`src/hw/rtl/nine_slice_strip_generator_unit_macros.svh`:
```
`ifndef NINE_SLICE_STRIP_GENERATOR_UNIT_MACROS_SVH
`define NINE_SLICE_STRIP_GENERATOR_UNIT_MACROS_SVH

// same-cycle implication on the rising clock edge, off while in reset
`define NSG_ASSERT_SAME(label, clk, rst_n, ante, cons) \
	label: assert property (@(posedge clk) disable iff (!rst_n) (ante) |-> (cons)) \
		else $error("nsg check failed");

// next-cycle implication on the rising clock edge, off while in reset
`define NSG_ASSERT_NEXT(label, clk, rst_n, ante, cons) \
	label: assert property (@(posedge clk) disable iff (!rst_n) (ante) |=> (cons)) \
		else $error("nsg check failed");

`endif

```
`src/hw/rtl/nsg_pkg.sv`:
```
package nsg_pkg;

	localparam int unsigned INDEX_LIMIT = 65535;

	localparam int POS_W     = 24;
	localparam int UV_W      = 17;
	localparam int BORD_W    = 17;
	localparam int TSIZE_W   = 15;
	localparam int COLOR_W   = 32;
	localparam int IDX_W     = 16;
	localparam int NV_W      = 17;
	localparam int STEP_W    = 4;
	localparam int CFG_ADDR_W = 4;
	localparam int CFG_DATA_W = 32;

	localparam logic [UV_W-1:0] UV_ONE = 17'h10000;

	typedef logic [STEP_W-1:0] step_t;

	// microprogram addresses
	localparam step_t S_IDLE  = 4'd0;
	localparam step_t S_MUL_L = 4'd1;
	localparam step_t S_MUL_R = 4'd2;
	localparam step_t S_MUL_T = 4'd3;
	localparam step_t S_MUL_B = 4'd4;
	localparam step_t S_EDGE  = 4'd5;
	localparam step_t S_PART  = 4'd6;
	localparam step_t S_VERT  = 4'd7;
	localparam step_t S_SCHK  = 4'd8;
	localparam step_t S_ST0   = 4'd9;
	localparam step_t S_ST1   = 4'd10;
	localparam step_t S_ZIG0  = 4'd11;
	localparam step_t S_ZIG1  = 4'd12;
	localparam step_t S_NXT   = 4'd13;
	localparam step_t S_DEG0  = 4'd14;
	localparam step_t S_DEG1  = 4'd15;

	typedef enum logic [1:0] {
		BSEL_LEFT,
		BSEL_RIGHT,
		BSEL_TOP,
		BSEL_BOTTOM
	} bsel_t;

	typedef enum logic {
		KIND_VERTEX = 1'b0,
		KIND_INDEX  = 1'b1
	} kind_t;

	typedef enum logic [2:0] {
		IDX_BASE_M1,
		IDX_BASE,
		IDX_ROW_END,
		IDX_ROW,
		IDX_COL,
		IDX_COL_NEXT
	} idx_sel_t;

	typedef enum logic [1:0] {
		CNT_NONE,
		CNT_VERT,
		CNT_COL,
		CNT_STRIPE
	} cnt_op_t;

	typedef enum logic [2:0] {
		JC_ALWAYS,
		JC_NO_INPUT,
		JC_BASE_ZERO,
		JC_VERT_MORE,
		JC_COL_MORE,
		JC_STRIPE_MORE
	} jc_t;

	typedef enum logic [1:0] {
		REG_TEX_W,
		REG_TEX_H,
		REG_COLOR
	} reg_idx_t;

	typedef struct packed {
		logic     load;
		logic     mul_en;
		bsel_t    mul_sel;
		logic     edge_en;
		logic     part_en;
		logic     emit;
		kind_t    kind;
		idx_sel_t idx_sel;
		cnt_op_t  cnt_op;
		jc_t      jc;
		step_t    tgt_t;
		step_t    tgt_f;
	} uword_t;

	typedef struct packed {
		logic out_free;
		logic base_zero;
		logic vert_more;
		logic col_more;
		logic stripe_more;
	} dp_status_t;

	typedef struct packed {
		logic [TSIZE_W-1:0] tex_w;
		logic [TSIZE_W-1:0] tex_h;
		logic [COLOR_W-1:0] color;
	} cfg_t;

endpackage

```
`src/hw/rtl/nine_slice_strip_generator_unit.sv`:
```
// first vertex: the input transaction is followed by four border-width steps on the
//   shared multiplier, the edge step, the part step and then the first vertex step,
//   which fills the output register; the next rectangle is taken only once the
//   sequencer is back idle after the last stripe, and emitting steps wait on out_stall
// reset: registers back to texture size 1 and white, vertex counter cleared, sequencer idle
module nine_slice_strip_generator_unit (
	input  logic                                clk,
	input  logic                                arst_n,
	input  logic                                psel,
	input  logic                                penable,
	input  logic                                pwrite,
	input  logic [nsg_pkg::CFG_ADDR_W-1:0]      paddr,
	input  logic [nsg_pkg::CFG_DATA_W-1:0]      pwdata,
	output logic [nsg_pkg::CFG_DATA_W-1:0]      prdata,
	output logic                                pready,
	input  logic                                in_valid,
	output logic                                in_stall,
	input  logic signed [nsg_pkg::POS_W-1:0]    pos_left,
	input  logic signed [nsg_pkg::POS_W-1:0]    pos_top,
	input  logic signed [nsg_pkg::POS_W-1:0]    pos_right,
	input  logic signed [nsg_pkg::POS_W-1:0]    pos_bottom,
	input  logic [nsg_pkg::UV_W-1:0]            tex_left,
	input  logic [nsg_pkg::UV_W-1:0]            tex_top,
	input  logic [nsg_pkg::UV_W-1:0]            tex_right,
	input  logic [nsg_pkg::UV_W-1:0]            tex_bottom,
	input  logic [nsg_pkg::BORD_W-1:0]          border_left,
	input  logic [nsg_pkg::BORD_W-1:0]          border_top,
	input  logic [nsg_pkg::BORD_W-1:0]          border_right,
	input  logic [nsg_pkg::BORD_W-1:0]          border_bottom,
	output logic                                out_valid,
	input  logic                                out_stall,
	output logic                                item_kind,
	output logic signed [nsg_pkg::POS_W-1:0]    vert_x,
	output logic signed [nsg_pkg::POS_W-1:0]    vert_y,
	output logic [nsg_pkg::UV_W-1:0]            vert_u,
	output logic [nsg_pkg::UV_W-1:0]            vert_v,
	output logic [nsg_pkg::COLOR_W-1:0]         vert_color,
	output logic [nsg_pkg::IDX_W-1:0]           strip_index,
	output logic                                new_part,
	output logic                                last_result
);
	import nsg_pkg::*;

	cfg_t       cfg;
	uword_t     ctrl;
	dp_status_t sts;
	logic       go;

	nsg_apb_regs u_regs (
		.clk     (clk),
		.arst_n  (arst_n),
		.psel    (psel),
		.penable (penable),
		.pwrite  (pwrite),
		.paddr   (paddr),
		.pwdata  (pwdata),
		.prdata  (prdata),
		.pready  (pready),
		.cfg     (cfg)
	);

	nsg_sequencer u_seq (
		.clk      (clk),
		.arst_n   (arst_n),
		.in_valid (in_valid),
		.sts      (sts),
		.ctrl     (ctrl),
		.go       (go)
	);

	// a transaction is taken only on the idle step of the microprogram
	assign in_stall = !ctrl.load;

	nsg_datapath u_dp (
		.clk           (clk),
		.arst_n        (arst_n),
		.ctrl          (ctrl),
		.go            (go),
		.cfg           (cfg),
		.in_valid      (in_valid),
		.pos_left      (pos_left),
		.pos_top       (pos_top),
		.pos_right     (pos_right),
		.pos_bottom    (pos_bottom),
		.tex_left      (tex_left),
		.tex_top       (tex_top),
		.tex_right     (tex_right),
		.tex_bottom    (tex_bottom),
		.border_left   (border_left),
		.border_top    (border_top),
		.border_right  (border_right),
		.border_bottom (border_bottom),
		.sts           (sts),
		.out_valid     (out_valid),
		.out_stall     (out_stall),
		.item_kind     (item_kind),
		.vert_x        (vert_x),
		.vert_y        (vert_y),
		.vert_u        (vert_u),
		.vert_v        (vert_v),
		.vert_color    (vert_color),
		.strip_index   (strip_index),
		.new_part      (new_part),
		.last_result   (last_result)
	);

endmodule

```
`src/hw/rtl/nsg_ucode_rom.sv`:
```
module nsg_ucode_rom (
	input  nsg_pkg::step_t  addr,
	output nsg_pkg::uword_t word
);
	import nsg_pkg::*;

	always_comb begin
		word = '0;
		word.jc = JC_ALWAYS;
		word.tgt_t = S_IDLE;
		word.tgt_f = S_IDLE;
		unique case (addr)
			S_IDLE: begin
				word.load = 1'b1;
				word.jc = JC_NO_INPUT;
				word.tgt_t = S_IDLE;
				word.tgt_f = S_MUL_L;
			end
			S_MUL_L: begin
				word.mul_en = 1'b1;
				word.mul_sel = BSEL_LEFT;
				word.tgt_t = S_MUL_R;
			end
			S_MUL_R: begin
				word.mul_en = 1'b1;
				word.mul_sel = BSEL_RIGHT;
				word.tgt_t = S_MUL_T;
			end
			S_MUL_T: begin
				word.mul_en = 1'b1;
				word.mul_sel = BSEL_TOP;
				word.tgt_t = S_MUL_B;
			end
			S_MUL_B: begin
				word.mul_en = 1'b1;
				word.mul_sel = BSEL_BOTTOM;
				word.tgt_t = S_EDGE;
			end
			S_EDGE: begin
				word.edge_en = 1'b1;
				word.tgt_t = S_PART;
			end
			S_PART: begin
				word.part_en = 1'b1;
				word.tgt_t = S_VERT;
			end
			S_VERT: begin
				word.emit = 1'b1;
				word.kind = KIND_VERTEX;
				word.cnt_op = CNT_VERT;
				word.jc = JC_VERT_MORE;
				word.tgt_t = S_VERT;
				word.tgt_f = S_SCHK;
			end
			S_SCHK: begin
				word.jc = JC_BASE_ZERO;
				word.tgt_t = S_ZIG0;
				word.tgt_f = S_ST0;
			end
			S_ST0: begin
				word.emit = 1'b1;
				word.kind = KIND_INDEX;
				word.idx_sel = IDX_BASE_M1;
				word.tgt_t = S_ST1;
			end
			S_ST1: begin
				word.emit = 1'b1;
				word.kind = KIND_INDEX;
				word.idx_sel = IDX_BASE;
				word.tgt_t = S_ZIG0;
			end
			S_ZIG0: begin
				word.emit = 1'b1;
				word.kind = KIND_INDEX;
				word.idx_sel = IDX_COL;
				word.tgt_t = S_ZIG1;
			end
			S_ZIG1: begin
				word.emit = 1'b1;
				word.kind = KIND_INDEX;
				word.idx_sel = IDX_COL_NEXT;
				word.cnt_op = CNT_COL;
				word.jc = JC_COL_MORE;
				word.tgt_t = S_ZIG0;
				word.tgt_f = S_NXT;
			end
			S_NXT: begin
				word.cnt_op = CNT_STRIPE;
				word.jc = JC_STRIPE_MORE;
				word.tgt_t = S_DEG0;
				word.tgt_f = S_IDLE;
			end
			S_DEG0: begin
				word.emit = 1'b1;
				word.kind = KIND_INDEX;
				word.idx_sel = IDX_ROW_END;
				word.tgt_t = S_DEG1;
			end
			S_DEG1: begin
				word.emit = 1'b1;
				word.kind = KIND_INDEX;
				word.idx_sel = IDX_ROW;
				word.tgt_t = S_ZIG0;
			end
			default: begin
				word.load = 1'b1;
				word.jc = JC_NO_INPUT;
				word.tgt_t = S_IDLE;
				word.tgt_f = S_MUL_L;
			end
		endcase
	end

endmodule

```
`src/hw/rtl/nsg_sequencer.sv`:
```
`include "nine_slice_strip_generator_unit_macros.svh"

module nsg_sequencer (
	input  logic                clk,
	input  logic                arst_n,
	input  logic                in_valid,
	input  nsg_pkg::dp_status_t sts,
	output nsg_pkg::uword_t     ctrl,
	output logic                go
);
	import nsg_pkg::*;

	step_t  pc_q;
	uword_t word;
	logic   taken;

	nsg_ucode_rom u_rom (
		.addr (pc_q),
		.word (word)
	);

	assign ctrl = word;

	// an emitting step waits for room in the output register
	assign go = !word.emit || sts.out_free;

	always_comb begin
		unique case (word.jc)
			JC_ALWAYS:      taken = 1'b1;
			JC_NO_INPUT:    taken = !in_valid;
			JC_BASE_ZERO:   taken = sts.base_zero;
			JC_VERT_MORE:   taken = sts.vert_more;
			JC_COL_MORE:    taken = sts.col_more;
			JC_STRIPE_MORE: taken = sts.stripe_more;
			default:        taken = 1'b1;
		endcase
	end

	always_ff @(posedge clk or negedge arst_n) begin
		if (!arst_n) begin
			pc_q <= S_IDLE;
		end else if (go) begin
			pc_q <= taken ? word.tgt_t : word.tgt_f;
		end
	end

	`NSG_ASSERT_NEXT(a_part_follows_edge, clk, arst_n, go && word.edge_en, word.part_en)

endmodule

```
`src/hw/rtl/nsg_apb_regs.sv`:
```
module nsg_apb_regs (
	input  logic                               clk,
	input  logic                               arst_n,
	input  logic                               psel,
	input  logic                               penable,
	input  logic                               pwrite,
	input  logic [nsg_pkg::CFG_ADDR_W-1:0]     paddr,
	input  logic [nsg_pkg::CFG_DATA_W-1:0]     pwdata,
	output logic [nsg_pkg::CFG_DATA_W-1:0]     prdata,
	output logic                               pready,
	output nsg_pkg::cfg_t                      cfg
);
	import nsg_pkg::*;

	cfg_t     cfg_q;
	reg_idx_t reg_idx;
	logic     wr_en;

	assign pready = 1'b1;
	assign reg_idx = reg_idx_t'(paddr[CFG_ADDR_W-1:2]);
	assign wr_en = psel && penable && pwrite;
	assign cfg = cfg_q;

	always_ff @(posedge clk or negedge arst_n) begin
		if (!arst_n) begin
			cfg_q.tex_w <= TSIZE_W'(1);
			cfg_q.tex_h <= TSIZE_W'(1);
			cfg_q.color <= '1;
		end else if (wr_en) begin
			unique case (reg_idx)
				REG_TEX_W: cfg_q.tex_w <= pwdata[TSIZE_W-1:0];
				REG_TEX_H: cfg_q.tex_h <= pwdata[TSIZE_W-1:0];
				REG_COLOR: cfg_q.color <= pwdata[COLOR_W-1:0];
				default: ;
			endcase
		end
	end

	always_comb begin
		unique case (reg_idx)
			REG_TEX_W: prdata = CFG_DATA_W'(cfg_q.tex_w);
			REG_TEX_H: prdata = CFG_DATA_W'(cfg_q.tex_h);
			REG_COLOR: prdata = CFG_DATA_W'(cfg_q.color);
			default:   prdata = '0;
		endcase
	end

endmodule

```
`src/hw/rtl/nsg_datapath.sv`:
```
`include "nine_slice_strip_generator_unit_macros.svh"

module nsg_datapath (
	input  logic                                clk,
	input  logic                                arst_n,
	input  nsg_pkg::uword_t                     ctrl,
	input  logic                                go,
	input  nsg_pkg::cfg_t                       cfg,
	input  logic                                in_valid,
	input  logic signed [nsg_pkg::POS_W-1:0]    pos_left,
	input  logic signed [nsg_pkg::POS_W-1:0]    pos_top,
	input  logic signed [nsg_pkg::POS_W-1:0]    pos_right,
	input  logic signed [nsg_pkg::POS_W-1:0]    pos_bottom,
	input  logic [nsg_pkg::UV_W-1:0]            tex_left,
	input  logic [nsg_pkg::UV_W-1:0]            tex_top,
	input  logic [nsg_pkg::UV_W-1:0]            tex_right,
	input  logic [nsg_pkg::UV_W-1:0]            tex_bottom,
	input  logic [nsg_pkg::BORD_W-1:0]          border_left,
	input  logic [nsg_pkg::BORD_W-1:0]          border_top,
	input  logic [nsg_pkg::BORD_W-1:0]          border_right,
	input  logic [nsg_pkg::BORD_W-1:0]          border_bottom,
	output nsg_pkg::dp_status_t                 sts,
	output logic                                out_valid,
	input  logic                                out_stall,
	output logic                                item_kind,
	output logic signed [nsg_pkg::POS_W-1:0]    vert_x,
	output logic signed [nsg_pkg::POS_W-1:0]    vert_y,
	output logic [nsg_pkg::UV_W-1:0]            vert_u,
	output logic [nsg_pkg::UV_W-1:0]            vert_v,
	output logic [nsg_pkg::COLOR_W-1:0]         vert_color,
	output logic [nsg_pkg::IDX_W-1:0]           strip_index,
	output logic                                new_part,
	output logic                                last_result
);
	import nsg_pkg::*;

	function automatic logic [POS_W-1:0] sat_pos(input logic [POS_W+1:0] v);
		logic [POS_W-1:0] r;
		if (v[POS_W+1] == v[POS_W] && v[POS_W] == v[POS_W-1]) begin
			r = v[POS_W-1:0];
		end else if (v[POS_W+1]) begin
			r = {1'b1, {(POS_W-1){1'b0}}};
		end else begin
			r = {1'b0, {(POS_W-1){1'b1}}};
		end
		return r;
	endfunction

	function automatic logic [UV_W-1:0] sat_uv(input logic [UV_W+1:0] v);
		logic [UV_W-1:0] r;
		if (v[UV_W+1]) begin
			r = '0;
		end else if (v[UV_W:0] > {1'b0, UV_ONE}) begin
			r = UV_ONE;
		end else begin
			r = v[UV_W-1:0];
		end
		return r;
	endfunction

	// captured rectangle
	logic [POS_W-1:0]  pos_l_q, pos_t_q, pos_r_q, pos_b_q;
	logic [UV_W-1:0]   tex_l_q, tex_t_q, tex_r_q, tex_b_q;
	logic [BORD_W-1:0] bord_q [4];

	// shared width multiplier
	logic [TSIZE_W-1:0] mul_size;
	logic [31:0]        mul_prod;
	logic [31:0]        mul_round;
	logic [POS_W-1:0]   wid_q [4];

	// slice edges
	logic              has_l, has_r, has_t, has_b;
	logic [POS_W-1:0]  x_in_l, x_in_r, y_in_t, y_in_b;
	logic [UV_W-1:0]   u_in_l, u_in_r, v_in_t, v_in_b;
	logic [POS_W-1:0]  col_x_q [4];
	logic [UV_W-1:0]   col_u_q [4];
	logic [POS_W-1:0]  row_y_q [4];
	logic [UV_W-1:0]   row_v_q [4];
	logic [2:0]        ncol_q, nrow_q;
	logic [1:0]        ncol_m1, nrow_m1, stripe_last;

	// part bookkeeping and walk counters
	logic [4:0]        vcount;
	logic              overflow;
	logic [NV_W-1:0]   base;
	logic [NV_W-1:0]   next_vertex_q;
	logic [IDX_W-1:0]  base_q, row_q;
	logic              np_q;
	logic [1:0]        i_q, j_q, c_q, s_q;
	logic [IDX_W-1:0]  idx_val;
	logic [NV_W-1:0]   idx_ext;
	logic              last_flag;
	logic              out_free;
	logic              emit_go;

	// output register
	logic              out_valid_q;
	logic              kind_q;
	logic [POS_W-1:0]  x_q, y_q;
	logic [UV_W-1:0]   u_q, v_q;
	logic [COLOR_W-1:0] color_q;
	logic [IDX_W-1:0]  idx_q;
	logic              np_out_q;
	logic              last_q;

	always_ff @(posedge clk) begin
		if (ctrl.load && in_valid) begin
			pos_l_q <= pos_left;
			pos_t_q <= pos_top;
			pos_r_q <= pos_right;
			pos_b_q <= pos_bottom;
			tex_l_q <= tex_left;
			tex_t_q <= tex_top;
			tex_r_q <= tex_right;
			tex_b_q <= tex_bottom;
			bord_q[BSEL_LEFT] <= border_left;
			bord_q[BSEL_RIGHT] <= border_right;
			bord_q[BSEL_TOP] <= border_top;
			bord_q[BSEL_BOTTOM] <= border_bottom;
		end
	end

	// pixel width of one border, rounded to the Q16.8 grid
	always_comb begin
		if (ctrl.mul_sel == BSEL_LEFT || ctrl.mul_sel == BSEL_RIGHT) begin
			mul_size = cfg.tex_w;
		end else begin
			mul_size = cfg.tex_h;
		end
		mul_prod = 32'(bord_q[ctrl.mul_sel]) * 32'(mul_size);
		mul_round = mul_prod + 32'd128;
	end

	always_ff @(posedge clk) begin
		if (go && ctrl.mul_en) begin
			wid_q[ctrl.mul_sel] <= mul_round[POS_W+7:8];
		end
	end

	always_comb begin
		has_l = wid_q[BSEL_LEFT] != '0;
		has_r = wid_q[BSEL_RIGHT] != '0;
		has_t = wid_q[BSEL_TOP] != '0;
		has_b = wid_q[BSEL_BOTTOM] != '0;
		x_in_l = sat_pos({{2{pos_l_q[POS_W-1]}}, pos_l_q} + {2'b00, wid_q[BSEL_LEFT]});
		x_in_r = sat_pos({{2{pos_r_q[POS_W-1]}}, pos_r_q} - {2'b00, wid_q[BSEL_RIGHT]});
		y_in_t = sat_pos({{2{pos_t_q[POS_W-1]}}, pos_t_q} + {2'b00, wid_q[BSEL_TOP]});
		y_in_b = sat_pos({{2{pos_b_q[POS_W-1]}}, pos_b_q} - {2'b00, wid_q[BSEL_BOTTOM]});
		u_in_l = sat_uv({2'b00, tex_l_q} + {2'b00, bord_q[BSEL_LEFT]});
		u_in_r = sat_uv({2'b00, tex_r_q} - {2'b00, bord_q[BSEL_RIGHT]});
		v_in_t = sat_uv({2'b00, tex_t_q} + {2'b00, bord_q[BSEL_TOP]});
		v_in_b = sat_uv({2'b00, tex_b_q} - {2'b00, bord_q[BSEL_BOTTOM]});
	end

	// compact the present edges into column and row lists
	always_ff @(posedge clk) begin
		if (go && ctrl.edge_en) begin
			col_x_q[0] <= pos_l_q;
			col_u_q[0] <= sat_uv({2'b00, tex_l_q});
			col_x_q[1] <= has_l ? x_in_l : (has_r ? x_in_r : pos_r_q);
			col_u_q[1] <= has_l ? u_in_l : (has_r ? u_in_r : sat_uv({2'b00, tex_r_q}));
			col_x_q[2] <= (has_l && has_r) ? x_in_r : pos_r_q;
			col_u_q[2] <= (has_l && has_r) ? u_in_r : sat_uv({2'b00, tex_r_q});
			col_x_q[3] <= pos_r_q;
			col_u_q[3] <= sat_uv({2'b00, tex_r_q});
			row_y_q[0] <= pos_t_q;
			row_v_q[0] <= sat_uv({2'b00, tex_t_q});
			row_y_q[1] <= has_t ? y_in_t : (has_b ? y_in_b : pos_b_q);
			row_v_q[1] <= has_t ? v_in_t : (has_b ? v_in_b : sat_uv({2'b00, tex_b_q}));
			row_y_q[2] <= (has_t && has_b) ? y_in_b : pos_b_q;
			row_v_q[2] <= (has_t && has_b) ? v_in_b : sat_uv({2'b00, tex_b_q});
			row_y_q[3] <= pos_b_q;
			row_v_q[3] <= sat_uv({2'b00, tex_b_q});
			ncol_q <= 3'd2 + {2'b00, has_l} + {2'b00, has_r};
			nrow_q <= 3'd2 + {2'b00, has_t} + {2'b00, has_b};
		end
	end

	assign ncol_m1 = 2'(ncol_q - 3'd1);
	assign nrow_m1 = 2'(nrow_q - 3'd1);
	assign stripe_last = 2'(nrow_q - 3'd2);

	always_comb begin
		vcount = 5'({2'b00, ncol_q} * {2'b00, nrow_q});
		overflow = ({1'b0, next_vertex_q} + 18'(vcount)) > 18'(INDEX_LIMIT);
		base = overflow ? '0 : next_vertex_q;
	end

	always_ff @(posedge clk or negedge arst_n) begin
		if (!arst_n) begin
			next_vertex_q <= '0;
		end else if (go && ctrl.part_en) begin
			next_vertex_q <= base + NV_W'(vcount);
		end
	end

	always_ff @(posedge clk) begin
		if (go && ctrl.part_en) begin
			base_q <= base[IDX_W-1:0];
			row_q <= base[IDX_W-1:0];
			np_q <= overflow;
			i_q <= '0;
			j_q <= '0;
			c_q <= '0;
			s_q <= '0;
		end else if (go) begin
			case (ctrl.cnt_op)
				CNT_VERT: begin
					if (j_q == ncol_m1) begin
						j_q <= '0;
						i_q <= i_q + 2'd1;
					end else begin
						j_q <= j_q + 2'd1;
					end
				end
				CNT_COL: c_q <= c_q + 2'd1;
				CNT_STRIPE: begin
					row_q <= row_q + IDX_W'(ncol_q);
					s_q <= s_q + 2'd1;
					c_q <= '0;
				end
				default: ;
			endcase
		end
	end

	always_comb begin
		case (ctrl.idx_sel)
			IDX_BASE_M1:  idx_val = base_q - IDX_W'(1);
			IDX_BASE:     idx_val = base_q;
			IDX_ROW_END:  idx_val = row_q + IDX_W'(ncol_m1);
			IDX_ROW:      idx_val = row_q;
			IDX_COL:      idx_val = row_q + IDX_W'(c_q);
			IDX_COL_NEXT: idx_val = row_q + IDX_W'(c_q) + IDX_W'(ncol_q);
			default:      idx_val = '0;
		endcase
	end

	assign idx_ext = NV_W'(idx_val);

	assign sts.out_free = out_free;
	assign sts.base_zero = base_q == '0;
	assign sts.vert_more = !(i_q == nrow_m1 && j_q == ncol_m1);
	assign sts.col_more = c_q != ncol_m1;
	assign sts.stripe_more = s_q != stripe_last;

	assign last_flag = (ctrl.idx_sel == IDX_COL_NEXT) && !sts.col_more && !sts.stripe_more;
	assign out_free = !out_valid_q || !out_stall;
	assign emit_go = go && ctrl.emit;

	always_ff @(posedge clk or negedge arst_n) begin
		if (!arst_n) begin
			out_valid_q <= 1'b0;
		end else if (emit_go) begin
			out_valid_q <= 1'b1;
		end else if (!out_stall) begin
			out_valid_q <= 1'b0;
		end
	end

	always_ff @(posedge clk) begin
		if (emit_go) begin
			kind_q <= ctrl.kind;
			np_out_q <= np_q;
			if (ctrl.kind == KIND_VERTEX) begin
				x_q <= col_x_q[j_q];
				y_q <= row_y_q[i_q];
				u_q <= col_u_q[j_q];
				v_q <= row_v_q[i_q];
				color_q <= cfg.color;
				idx_q <= '0;
				last_q <= 1'b0;
			end else begin
				x_q <= '0;
				y_q <= '0;
				u_q <= '0;
				v_q <= '0;
				color_q <= '0;
				idx_q <= idx_val;
				last_q <= last_flag;
			end
		end
	end

	assign out_valid = out_valid_q;
	assign item_kind = kind_q;
	assign vert_x = x_q;
	assign vert_y = y_q;
	assign vert_u = u_q;
	assign vert_v = v_q;
	assign vert_color = color_q;
	assign strip_index = idx_q;
	assign new_part = np_out_q;
	assign last_result = last_q;

	`NSG_ASSERT_SAME(a_nv_in_range, clk, arst_n, 1'b1, next_vertex_q <= NV_W'(INDEX_LIMIT))
	`NSG_ASSERT_SAME(a_vert_walk, clk, arst_n, go && ctrl.cnt_op == CNT_VERT, j_q <= ncol_m1 && i_q <= nrow_m1)
	`NSG_ASSERT_SAME(a_idx_in_part, clk, arst_n, emit_go && ctrl.kind == KIND_INDEX, idx_ext < next_vertex_q)

endmodule
```
`config.mk`:
```
export PLATFORM = sky130hd
export DESIGN_NAME = nine_slice_strip_generator_unit
export DESIGN_NICKNAME = d
export VERILOG_FILES = /design/src/hw/rtl/nsg_pkg.sv /design/src/hw/rtl/nine_slice_strip_generator_unit.sv /design/src/hw/rtl/nsg_ucode_rom.sv /design/src/hw/rtl/nsg_sequencer.sv /design/src/hw/rtl/nsg_apb_regs.sv /design/src/hw/rtl/nsg_datapath.sv
export VERILOG_INCLUDE_DIRS = /design/src /design/src/hw/rtl
export SDC_FILE = /design/constraint.sdc
export NUM_CORES = 2
export LEC_CHECK = 0
export ABC_AREA = 1
export CORE_MARGIN = 2
export CORE_UTILIZATION = 59
export DETAILED_ROUTE_END_ITERATION = 12
export DONT_BUFFER_PORTS = 1
export GPL_TIMING_DRIVEN = 0
export HOLD_SLACK_MARGIN = 0.08
export PLACE_DENSITY = 0.77
export SLEW_MARGIN = 20
export SYNTH_ARGS = -nofsm -noshare
export SYNTH_HDL_FRONTEND = slang
export SYNTH_SLANG_ARGS = --single-unit
```
`constraint.sdc`:
```
create_clock -name clk -period 16.2 [get_ports clk]
set_clock_uncertainty 0.05 [all_clocks]
set_input_delay 0.81 -clock clk [delete_from_list [all_inputs] [get_ports clk]]
set_output_delay 0.81 -clock clk [all_outputs]
set_load 0.01 [all_outputs]
```
==> flow_summary.json <==
{
  "path_buf_inv": 6,
  "status": "finished clean",
  "first_pass_iters": 6,
  "grt_max_degree": 85,
  "wire_per_inst_um": 23.9,
  "slew_headroom_pct": 12.3,
  "hold_viol": 0,
  "mostFrequentLayoutCell": "nand2_1",
  "syn_area_sq_um": 59800,
  "max_stage_delay_ns": 0.84,
  "final_cell_mix": "nand2_1, nor2_1, inv_1, edfxtp_1, o21ai_0",
  "stdcell_area_sq_um": 65600,
  "cts_tree": "yes",
  "vias_per_cell": 5.93,
  "min_path_cells": 0,
  "row_count": 116,
  "path_class": "reg2reg",
  "hp-class": "in2reg",
  "path_common_cell": "fa_1",
  "r2r-end": "u_dp.wid_q[3][16]",
  "grt_pass1_wl_um": 299000,
  "synth-edff-count": 828,
  "slowest_stage": "buf_2",
  "via_count": 50977,
  "htreeDepth": 3,
  "port_buffers": 0,
  "cp_top_family": "adder cells",
  "grt_usage_pct": 39.2,
  "final.period_utilization_pct": 60.2,
  "insertion_delay_ns": 0.73,
  "drt-initial-drc-count": 5939,
  "antenna_found_initial": 24,
  "cts_made_buffers": 95,
  "critPathLaunchType": "register",
  "crit_arrival_ns": 10.06,
  "syn_inst": 7012,
  "cts.sink_count": 920,
  "ys.flop_type": "edfxtp_1",
  "hold_end": "u_dp.bord_q[0][7]",
  "cp.required_ns": 16.51,
  "place.gp.congestion": 1.01,
  "fin_nets": 7923,
  "grt_overflow": 0,
  "tightest_slew_ns": 1.31,
  "setup_slack_ns": 6.45,
  "drv_cap": 0,
  "clk_pin_slew_worst_paths_ns": 0.06,
  "critPathCaptureType": "register",
  "grt_pass1_vias": 48565,
  "syn_avg_cell_area_sq_um": 8.53,
  "die-area_sq_um": 104000,
  "rr_worst_depth": 26,
  "drc": 0,
  "seq_area_sq_um": 27200,
  "synth_seq_cells": 920,
  "layout-drive-gt1-share_pct": 4.60,
  "nFillCells": 8398,
  "multi_input_area_sq_um": 28300,
  "rsz0062_at_grt": "no",
  "pre_cts_ws_ns": 6.75,
  "r2r_start": "u_seq.pc_q[3]",
  "fp.dieH_um": 322,
  "routed_wl_um": 205000,
  "slew_violations": 0,
  "dp_hpwl_um": 165000,
  "clock_path_buffers": 3,
  "holdCritStartpoint": "border_left[7]",
  "synthArstFlopShare_pct": 9.13,
  "cts.repair.resized": 0,
  "initial_utilization_pct": 59.6,
  "dpl_cell_area_sq_um": 62300,
  "synth_seq_area_share_pct": 45.4,
  "antenna_left": 0,
  "pin_count": 443,
  "core-area_sq_um": 100000,
  "crit_fanout": 33,
  "max_freq_mhz": 103,
  "hold_slack_ns": 0.119,
  "syn_to_final_growth_pct": 9.72,
  "synth.net_count": 7794,
  "root_buffer": "clkbuf_16",
  "yosysUniqueCellTypes": 65,
  "yosysWarnings": 0,
  "ff2ff_setup_slack_ns": 6.45,
  "setup_viol": 0,
  "die-width_um": 322,
  "period_needed_ns": 9.75
}
==> flip-flops by register name, summed over array words and instances, names as in the netlist, 24 cells and up <==
signal	cells
u_dp.bord_q	68
u_dp.col_u_q	68
u_dp.col_x_q	96
u_dp.pos_b_q	24
u_dp.pos_l_q	24
u_dp.pos_r_q	24
u_dp.pos_t_q	24
u_dp.row_v_q	68
u_dp.row_y_q	96
u_dp.vert_color	32
u_dp.vert_x	24
u_dp.vert_y	24
u_dp.wid_q	96
u_regs.cfg	62
==> worst max-delay path by stage <==
stage | start | to | slack, ns | cells past startpoint
floorplan | u_seq.pc_q[0] | u_dp.col_u_q[0][0] | 0.52 | 4
global placement | u_seq.pc_q[0] | u_dp.row_y_q[0][4] | -5.23 | 4
detailed placement | u_seq.pc_q[3] | u_dp.wid_q[3][11] | 6.75 | 28
CTS | u_seq.pc_q[3] | u_dp.wid_q[3][9] | 6.73 | 27
global route | u_seq.pc_q[3] | u_dp.wid_q[0][21] | 6.21 | 28
finish | u_seq.pc_q[3] | u_dp.wid_q[3][16] | 6.45 | 26
==> logic make-up after synthesis <==
| logic type | Yosys count | share of synthesized area, % |
|---|---|---|
| simple gates | 3288 | 22.6 |
| buf+inv | 1171 | 7.47 |
| compound gates | 956 | 8.80 |
| flops | 920 | 45.4 |
| fa+ha+maj | 507 | 13.2 |
| xor+xnor | 169 | 2.48 |
| other cells | 1 | 0.00627 |
==> cell type report <==
class                           count  area share (%)
Inverter                          954            5.48
Clock buffer                      119            3.84
Tap cell                         1357            2.59
Buffer                            217            1.35
Timing Repair Buffer               32            1.08
Antenna cell                       24          0.0916
Sequential cell                   920            41.4
Clock inverter                     56            1.03
Multi-Input combinational cell   4921            43.1
==> cells in the mapped netlist, types with 3 or more instances <==
master	n	area share [%]
inv_1	931	5.8
o21ai_0	387	3.2
dfrtp_1	50	2.1
nand2_2	4	0.042
o221ai_1	3	0.044
a221oi_1	18	0.26
a31oi_1	66	0.69
nand3b_1	26	0.33
buf_2	42	0.35
nor2_1	1111	7.0
fa_1	210	7.0
nand2_4	4	0.075
o31ai_1	4	0.050
o21ai_1	21	0.18
clkbuf_1	153	0.96
nor4_1	32	0.33
dfstp_2	34	1.5
o21bai_1	9	0.11
xor2_1	110	1.6
a21o_1	10	0.13
nor2_4	3	0.057
nand3_1	358	3.0
a41oi_1	3	0.044
nand4_1	101	1.1
buf_1	19	0.12
nor3_1	62	0.52
ha_1	297	6.2
o21ai_2	6	0.088
inv_2	10	0.063
or2_2	10	0.10
nand2_1	1546	9.7
nor2_2	8	0.084
edfxtp_1	828	42
o22ai_1	9	0.094
clkinv_1	12	0.075
xnor2_1	59	0.86
and2_1	10	0.10
o2111ai_1	6	0.088
o211ai_1	22	0.28
a21oi_1	357	3.0
dfxtp_1	8	0.27
a21boi_0	3	0.038
a211oi_1	5	0.063
o21a_1	14	0.18
==> metrics by stage <==
step / utilization [%] / cells / setup TNS [ns]
finish: 65.4 / 8600 / 0
global route: 65.4 / 8587 / 0
CTS: 65.3 / 8576 / 0
detailed placement: 62.1 / 8399 / 0
global placement: 61.3 / 8369 / -1747.82
floorplan: - / 7012 / 0
==> repair_timing <==
item	CTS	global route
setup endpoints to repair	0	0
buffers inserted	0	0
hold buffers	2	0
endpoints found under the hold margin	84	0
==> routing by layer <==
layer / track usage, % / wire length [um] / vias up
li1: - / - / 23373
met1: 49.4 / 76500 / 24254
met2: 63.2 / 95300 / 2763
met3: 7.28 / 19800 / 575
met4: 23.5 / 13700 / 12
met5: 0 / 71 / -
Power is left out: the tool's default activity adds up to more than one toggle a clock period on the data nets, which glitch-free logic cannot reach.
